===== config.mk =====
export PLATFORM = sky130hd
export DESIGN_NAME = sbd_prep
export DESIGN_NICKNAME = d
export VERILOG_FILES = /design/src/sbd_pkg.sv /design/src/sbd_prep.sv
export SDC_FILE = /design/constraint.sdc
export NUM_CORES = 1
export LEC_CHECK = 0
export BUFFER_PORTS_ARGS = -buffer_cell sky130_fd_sc_hd__clkbuf_2
export CELL_PAD_IN_SITES_DETAIL_PLACEMENT = 1
export CELL_PAD_IN_SITES_GLOBAL_PLACEMENT = 2
export CORE_ASPECT_RATIO = 0.5
export CORE_MARGIN = 2
export CORE_UTILIZATION = 25
export DETAILED_ROUTE_END_ITERATION = 10
export GPL_TIMING_DRIVEN = 1
export PLACE_DENSITY = 0.75
export SYNTH_ARGS = -nofsm -noshare
export SYNTH_HDL_FRONTEND = slang
export SYNTH_SLANG_ARGS = --single-unit

===== constraint.sdc =====
create_clock -name clk -period 15.9 [get_ports clk]
set_input_delay 2.385 -clock clk [delete_from_list [all_inputs] [get_ports clk]]
set_output_delay 2.385 -clock clk [all_outputs]
set_load 0.01 [all_outputs]

===== src/sbd_pkg.sv =====
`default_nettype none
package sbd_pkg;
  localparam int CoordW      = 24;
  localparam int TFracW      = 16;
  localparam int DistW       = 50;
  localparam int NumAxes     = 3;
  localparam int NumCross    = 2 * NumAxes;
  localparam int NumCand     = NumCross + 2;
  localparam int DivStages   = TFracW;
  localparam int PointStages = 8;

  typedef logic signed [CoordW-1:0]        coord_t;
  typedef logic signed [CoordW:0]          diff_t;
  typedef logic        [CoordW-1:0]        mag_t;
  typedef logic        [TFracW-1:0]        frac_t;
  typedef logic signed [CoordW+TFracW+1:0] prod_t;
  typedef logic signed [CoordW+1:0]        point_t;
  typedef logic        [CoordW+1:0]        delta_t;
  typedef logic        [2*CoordW+3:0]      sq_t;
  typedef logic        [2*CoordW+5:0]      sum_t;
  typedef logic        [DistW-1:0]         dist_t;

  localparam dist_t DistMax = '1;

  typedef struct packed {
    coord_t [NumAxes-1:0] s;
    coord_t [NumAxes-1:0] e;
    coord_t [NumAxes-1:0] lo;
    coord_t [NumAxes-1:0] hi;
  } seg_t;

  typedef struct packed {
    seg_t                seg;
    diff_t [NumAxes-1:0] d;
  } geom_t;

  typedef struct packed {
    logic  [NumCross-1:0] hit;
    mag_t  [NumCross-1:0] num;
    mag_t  [NumCross-1:0] den;
  } cross_t;
endpackage
`default_nettype wire


===== src/sbd_prep.sv =====
`default_nettype none
module sbd_prep (
  input  logic           clk,
  input  logic           rst,
  input  logic           in_valid,
  output logic           in_ready,
  input  sbd_pkg::seg_t  in_seg,
  output logic           out_valid,
  input  logic           out_ready,
  output sbd_pkg::geom_t out_geom,
  output sbd_pkg::cross_t out_cross
);
  import sbd_pkg::*;

  geom_t  geom_next;
  cross_t cross_next;

  always_comb begin
    coord_t plane;
    coord_t sa;
    diff_t  n;
    diff_t  dv;
    mag_t   an;
    mag_t   ad;
    int     ax;
    geom_next.seg = in_seg;
    for (int a = 0; a < NumAxes; a++) begin
      geom_next.d[a] = {in_seg.e[a][CoordW-1], in_seg.e[a]}
                     - {in_seg.s[a][CoordW-1], in_seg.s[a]};
    end
    for (int c = 0; c < NumCross; c++) begin
      ax    = c >> 1;
      plane = c[0] ? in_seg.hi[ax] : in_seg.lo[ax];
      sa    = in_seg.s[ax];
      n     = {plane[CoordW-1], plane} - {sa[CoordW-1], sa};
      dv    = geom_next.d[ax];
      an    = n[CoordW]  ? mag_t'(-n)  : mag_t'(n);
      ad    = dv[CoordW] ? mag_t'(-dv) : mag_t'(dv);
      cross_next.hit[c] = (dv != '0) && (n != '0) && (n[CoordW] == dv[CoordW]) && (an < ad);
      cross_next.num[c] = an;
      cross_next.den[c] = ad;
    end
  end

  assign in_ready = !out_valid || out_ready;

  always_ff @(posedge clk) begin
    if (rst) begin
      out_valid <= 1'b0;
    end else if (in_ready) begin
      out_valid <= in_valid;
    end
    if (in_ready && in_valid) begin
      out_geom  <= geom_next;
      out_cross <= cross_next;
    end
  end
endmodule
`default_nettype wire


==> results of run 1 <==
[sequential cells by signal (all words and copies together), names as in the netlist]
| register | count |
|---|---|
| out_valid | 1 |
| out_cross | 219 |
| out_geom | 363 |
[kinds of logic (layout without fill, tap and decap cells)]
group           after synthesis  count (layout)  share of synthesized area
compound gates              909             909                     0.1642
simple gates                907             907                     0.1241
flops                       583             583                     0.4630
buf+inv                     401            1346                    0.04737
fa+ha+maj                   354             354                     0.1188
xor+xnor                    335             335                    0.07763
mux                          18              18                   0.004966
other cells                   0               2                          0
[worst min-delay path, stage by stage, from the launching register on]
cell and delay, ns:
dfxtp_1 0.32, nand2b_1 0.11, a21oi_1 0.08
[final cells by class]
type / instances / area [µm²] / area share
Multi-Input combinational cell: 2523 / 18540 / 0.3991
Sequential cell: 583 / 17500 / 0.3766
Timing Repair Buffer: 972 / 4920 / 0.1059
Tap cell: 1989 / 2489 / 0.05357
Clock buffer: 64 / 1538 / 0.03310
Inverter: 261 / 979.7 / 0.02109
Clock inverter: 49 / 488.0 / 0.01050
Antenna cell: 2 / 5.005 / 0.0001077
[per-layer routing]
metal  up-vias  track usage  wire length (µm)
met1     15680       0.2022             56940
li1      14870            -                 -
met3       155      0.02608              5153
met4         4      0.04271              3317
met2       616       0.3606             80050
met5         -            0                24
[cells in the mapped netlist, types with 11 or more instances]
cell	n	area share
o21ai_0	142	0.019
edfxtp_1	582	0.46
mux2i_1	12	0.0032
nand4_1	41	0.0068
xnor2_1	193	0.045
xor2_1	142	0.033
a21o_1	113	0.022
nor2b_1	45	0.0074
and3_1	37	0.0061
nand2b_1	43	0.0071
nand2_1	183	0.018
a211oi_1	27	0.0054
o211a_1	12	0.0032
o31a_1	15	0.0035
or4_1	15	0.0030
o21ai_1	14	0.0019
nand3_1	62	0.0082
a211o_1	11	0.0025
nor2_1	239	0.024
o2111ai_1	12	0.0028
a31o_2	14	0.0032
or2_2	20	0.0033
a21boi_0	12	0.0024
clkbuf_1	60	0.0060
or3_1	27	0.0045
a21oi_1	236	0.031
ha_1	341	0.11
a31oi_1	53	0.0088
nor3_1	67	0.0089
nor4_1	29	0.0048
o31ai_1	20	0.0040
inv_1	259	0.026
buf_4	75	0.015
and2_1	33	0.0055
o211ai_1	32	0.0064
o21a_1	49	0.0097
o21bai_1	14	0.0028
[where the power goes]
group          leakage [nW]  internal (mW)  switching, mW
registers              5.64           1.96         0.0866
clock network         0.963          0.811          0.704
logic                  13.5          0.776           1.33
[path summary, 6_finish.rpt]
| path | startpoint | to | slack, ns | cells after the start |
|---|---|---|---|---|
| worst min-delay path | out_valid | out_valid | 0.55 | 2 |
| worst min register to register | out_valid | out_valid | 0.55 | 2 |
| worst max register to register | out_valid | out_cross[172] | 11.70 | 5 |
| worst max-delay path | in_seg[240] | out_cross[290] | 7.66 | 26 |
==> metrics.cfg, run 1 <==
[outcome]
outcome=finished, final reports clean

[critical_path]
cp_max_fo=19
critPathRequiredTime_ns=16.45
critPathArrivalTime_ns=8.79
start_kind=primary input
critical_path.top_delay_family=compound AO/OA/AOI/OAI gates
cp_slowest_cell=o31ai_1
crit_type=in2reg
end_kind=register
cp_slowest_stage_delay_ns=0.54
cp_num_buf_inv=3

[clocking]
cts.repair.resized=0
cts_tree=done
cts_max_path_buffers=3
clockRootBuffer=clkbuf_16
clk_latency_ns=0.67
clkSinkCount=583
clkSlewWorstSetupHoldPaths_ns=0.08
cts_hold_buf=0
cts_buffers=61
post_cts_buffers=0
htree_levels=2

[floorplanning]
die_height_um=278.9
dieArea_mm2=0.1545
initial_core_util=0.2530
core_region_area_mm2=0.1494
fp-row-count=100
fp.dieW_um=553.9
io-pin-count=951

[detailed_routing]
first_pass_iters=7
postRouteAntennaNets=0
wire_per_inst_um=22.58
vias_per_cell=4.861
drc=0
vias=31320
drt_wl_total_um=145500
drt_iter0_markers=1649

[placement]
pre_cts_ws_ns=6.900
dpl.hpwl_um=121000
placed_area_mm2=0.04443
portBuffers=950
dp_cells=6328
gp_congestion=0.8931

[synthesis]
ys_types=107
syn-cell-area_mm2=0.03779
yosysSeqAreaShare=0.4630
async_reset_ff_frac=0
synth-seq-cells=583
synth_ff_type=edfxtp_1
yosysWarnings=0
synth.net_count=4149
synth_edf_count=582
synth_area_per_cell_um2=10.78
syn_inst=3507

[sta]
worst_pin_slew_ns=1.047
fin_crit_sh=0.5182
maxSlewHeadroom=0.3018
layout_min_cycle_time_ns=8.240
layout_setup_ws_ns=7.660
final-max-slew-violation-count=0
hold_viol=0
fin_hold_ws_ns=0.5520
rsz0062_at_grt=false
fmax_mhz=121.4
skew_ns=0.02588
setup_tns_ns=0
setup_viol=0

[grt]
grt_usage=0.1821
grt_antenna_before_repair=4
overflow=0
grt_pass1_wl_um=213000
grt_pass1_vias=33410
grt_max_degree=80

[layout]
final_core_util=0.3110
n_fill_cell=17050
finalNetCount=5044
final_cells=6443
layout_commonest_cell=clkbuf_2
most-common-layout-cells=clkbuf_2 (950), edfxtp_1 (582), ha_1 (341)
drive_gt1_frac=0.2612
final_area_mm2=0.04646
syn_to_final_growth_pct=22.92

[power_and_ir_drop]
total_power_mw=5.663
p_leak_nw=20.06
powerDensity_mw_per_mm2=121.9
irDropWorstVdd_mv=0.08441

[job]
max-cap-violations=0

[min_path]
hold_class=reg2reg

Power figures use the tool's default switching activity.
==> inputs of run 2 (changes only) <==
- PLACE_DENSITY: 0.75 -> 0.73
- clock period: 15.9 -> 8.1 ns (I/O delays scaled with it)
==> run 2 against run 1 <==
  * Die area unchanged
  * Largest power group unchanged
  * Highest routed layer unchanged
  * Sequential power increased by 97%
  * Worst hold slack got worse by 0.017 ns
  * Largest cell class unchanged
  * Cell count increased by 0.16%
==> metrics.cfg, run 2 (same netlist as run 1, synthesis figures left out) <==
[outcome]
outcome=finished, final reports clean

[floorplanning]
fp-row-count=100  ; unchanged
io-pin-count=951  ; unchanged
fp.dieW_um=553.9  ; unchanged
core_region_area_mm2=0.1494  ; unchanged
die_height_um=278.9  ; unchanged
dieArea_mm2=0.1545  ; unchanged
initial_core_util=0.2530  ; unchanged

[critical_path]
worstPathCellList=clkbuf_2, inv_1, ha_1, nor2b_1, o21a_1, o21ai_1, a21oi_1, o311ai_1, nand4_1, nor3_1, inv_1, o31a_1, xor2_1, ha_1, o211ai_1, a2111oi_0, a211oi_1, a21oi_1, o21ai_0, a221oi_1, nor2_1
cp_slowest_cell=nor3_1
critPathArrivalTime_ns=7.07  ; -1.72 ns
cp_max_fo=5  ; -14
end_kind=register
r2r_end=out_geom[112]
reg2reg_slack_ns=5.42  ; -6.28 ns
r2r-start=out_valid
cp_slowest_stage_delay_ns=0.83  ; +0.29 ns
reg2regPathDepth=4  ; -1
critPathRequiredTime_ns=8.47  ; -7.98 ns
start_kind=primary input
crit_type=in2reg

[layout]
reg_top3=out_geom (363), out_cross (219), out_valid (1)
n_fill_cell=17100  ; +0.28%
num_antenna_cells=0  ; -2
final_cells=6453  ; +0.16%
syn_to_final_growth_pct=23.29
layout_commonest_cell=clkbuf_2
most-common-layout-cells=clkbuf_2 (950), edfxtp_1 (582), ha_1 (341)
finalNetCount=5055  ; +0.22%
largest_reg_flops=363  ; unchanged
seqCellArea_mm2=0.01750  ; unchanged
drive_gt1_frac=0.2605  ; -0.0007022
multi_input_area_mm2=0.01854  ; unchanged
regMostFlops=out_geom

[placement]
pre_cts_ws_ns=0.6192  ; -6.281 ns
portBuffers=950  ; unchanged
dpl.hpwl_um=123800  ; +2.3%
dp_cells=6334  ; +0.095%
gp_congestion=0.8909  ; -0.25%

[sta]
skew_ns=0.01710  ; -0.008774 ns
layout_min_cycle_time_ns=6.704
worst_pin_slew_ns=1.037  ; -0.01035 ns
rsz0062_at_grt=false
hold_viol=0  ; unchanged
fmax_mhz=149.2
setup_tns_ns=0  ; unchanged
setup_viol=0  ; unchanged
final-max-slew-violation-count=0  ; unchanged
maxSlewHeadroom=0.3087  ; +0.006898
layout_setup_ws_ns=1.396  ; -6.264 ns
fin_crit_sh=0.8276

[clocking]
clkSinkCount=583  ; unchanged
cts_hold_buf=0  ; unchanged
cts_max_path_buffers=3  ; unchanged
cts_tree=done
clk_latency_ns=0.65  ; -0.02 ns
clockRootBuffer=clkbuf_16
htree_levels=3  ; +1
post_cts_buffers=0  ; unchanged
cts.repair.resized=0  ; unchanged
clkSlewWorstSetupHoldPaths_ns=0.07  ; about the same
cts_buffers=66  ; +8.2%

[detailed_routing]
vias=31400  ; +0.24%
drt_iter0_markers=1703  ; +3.3%
wire_per_inst_um=23.09  ; +2.3%
vias_per_cell=4.865  ; about the same
drc=0  ; unchanged
drt_wl_total_um=149000  ; +2.4%
first_pass_iters=5  ; -2
postRouteAntennaNets=0  ; unchanged

[grt]
grt_usage=0.1861  ; +0.004066
grt_pass1_wl_um=216300  ; +1.6%
grt_pass1_vias=33650  ; +0.75%
overflow=0  ; unchanged
grt_antenna_before_repair=2  ; -2
grt_max_degree=151  ; +89%

[min_path]
whs_path_depth=2  ; unchanged
min_delay_worst_endpoint=out_valid
min_from=out_valid
hold_class=reg2reg

[power_and_ir_drop]
p_leak_nw=20.14  ; +0.40%
irDropWorstVdd_mv=0.1545  ; +83%
powerDensity_mw_per_mm2=240.5  ; +97%
total_power_mw=11.21  ; +98%

[job]
max-cap-violations=0  ; unchanged

## run 2: area by class of cell
class / count / share of cell area
multi-input cells: 2523 / 0.3979
flip-flops and latches: 583 / 0.3755
repair buffers: 978 / 0.1076
well taps: 1989 / 0.05341
clock buffers: 78 / 0.03687
inverters: 261 / 0.02102
clock inverters: 41 / 0.007679
## run 2: metal layers
metal,vias to the layer above,global-route usage,part of all wire
met5,-,0,0.000081
met4,2,0.05376,0.029
met3,174,0.02902,0.036
met2,581,0.3741,0.56
met1,15790,0.1972,0.38
li1,14850,-,-
## run 2: report_power, final
group	leakage [nW]	switching (mW)	internal, mW	total [mW]
Sequential	5.64	0.184	3.85	4.03
Clock	0.996	1.39	1.64	3.02
Combinational	13.5	2.62	1.53	4.16
Total	20.1	4.19	7.01	11.2
## run 2: critical path: cells and delay by family
family | cells | cell delay [ns]
AND/OR/NAND/NOR | 4 | 1.35
buffers and inverters | 3 | 0.56
XOR/XNOR | 1 | 0.19
adder cells (fa/ha/maj) | 2 | 0.65
AO/OA/AOI/OAI | 11 | 3.08
## run 2: through the flow
stage,utilization,cell area [µm²],hold WS [ns]
after floorplan,-,37800,0.6013
after global placement,0.2980,44520,0.5031
after detailed placement,0.2980,44520,0.5298
after CTS,0.3119,46600,0.5386
after global routing,0.3119,46600,0.6054
final,0.3119,46600,0.5352
## run 2: worst max-delay path by stage
stage	start	endpoint	slack, ns	cells after the start
floorplan	in_seg[168]	out_cross[290]	1.68	26
global placement	in_seg[192]	out_cross[292]	0.78	26
detailed placement	in_seg[192]	out_cross[292]	0.62	26
CTS	in_seg[192]	out_cross[292]	1.29	26
global route	in_seg[264]	out_cross[292]	0.86	25
finish	in_seg[265]	out_cross[293]	1.40	21
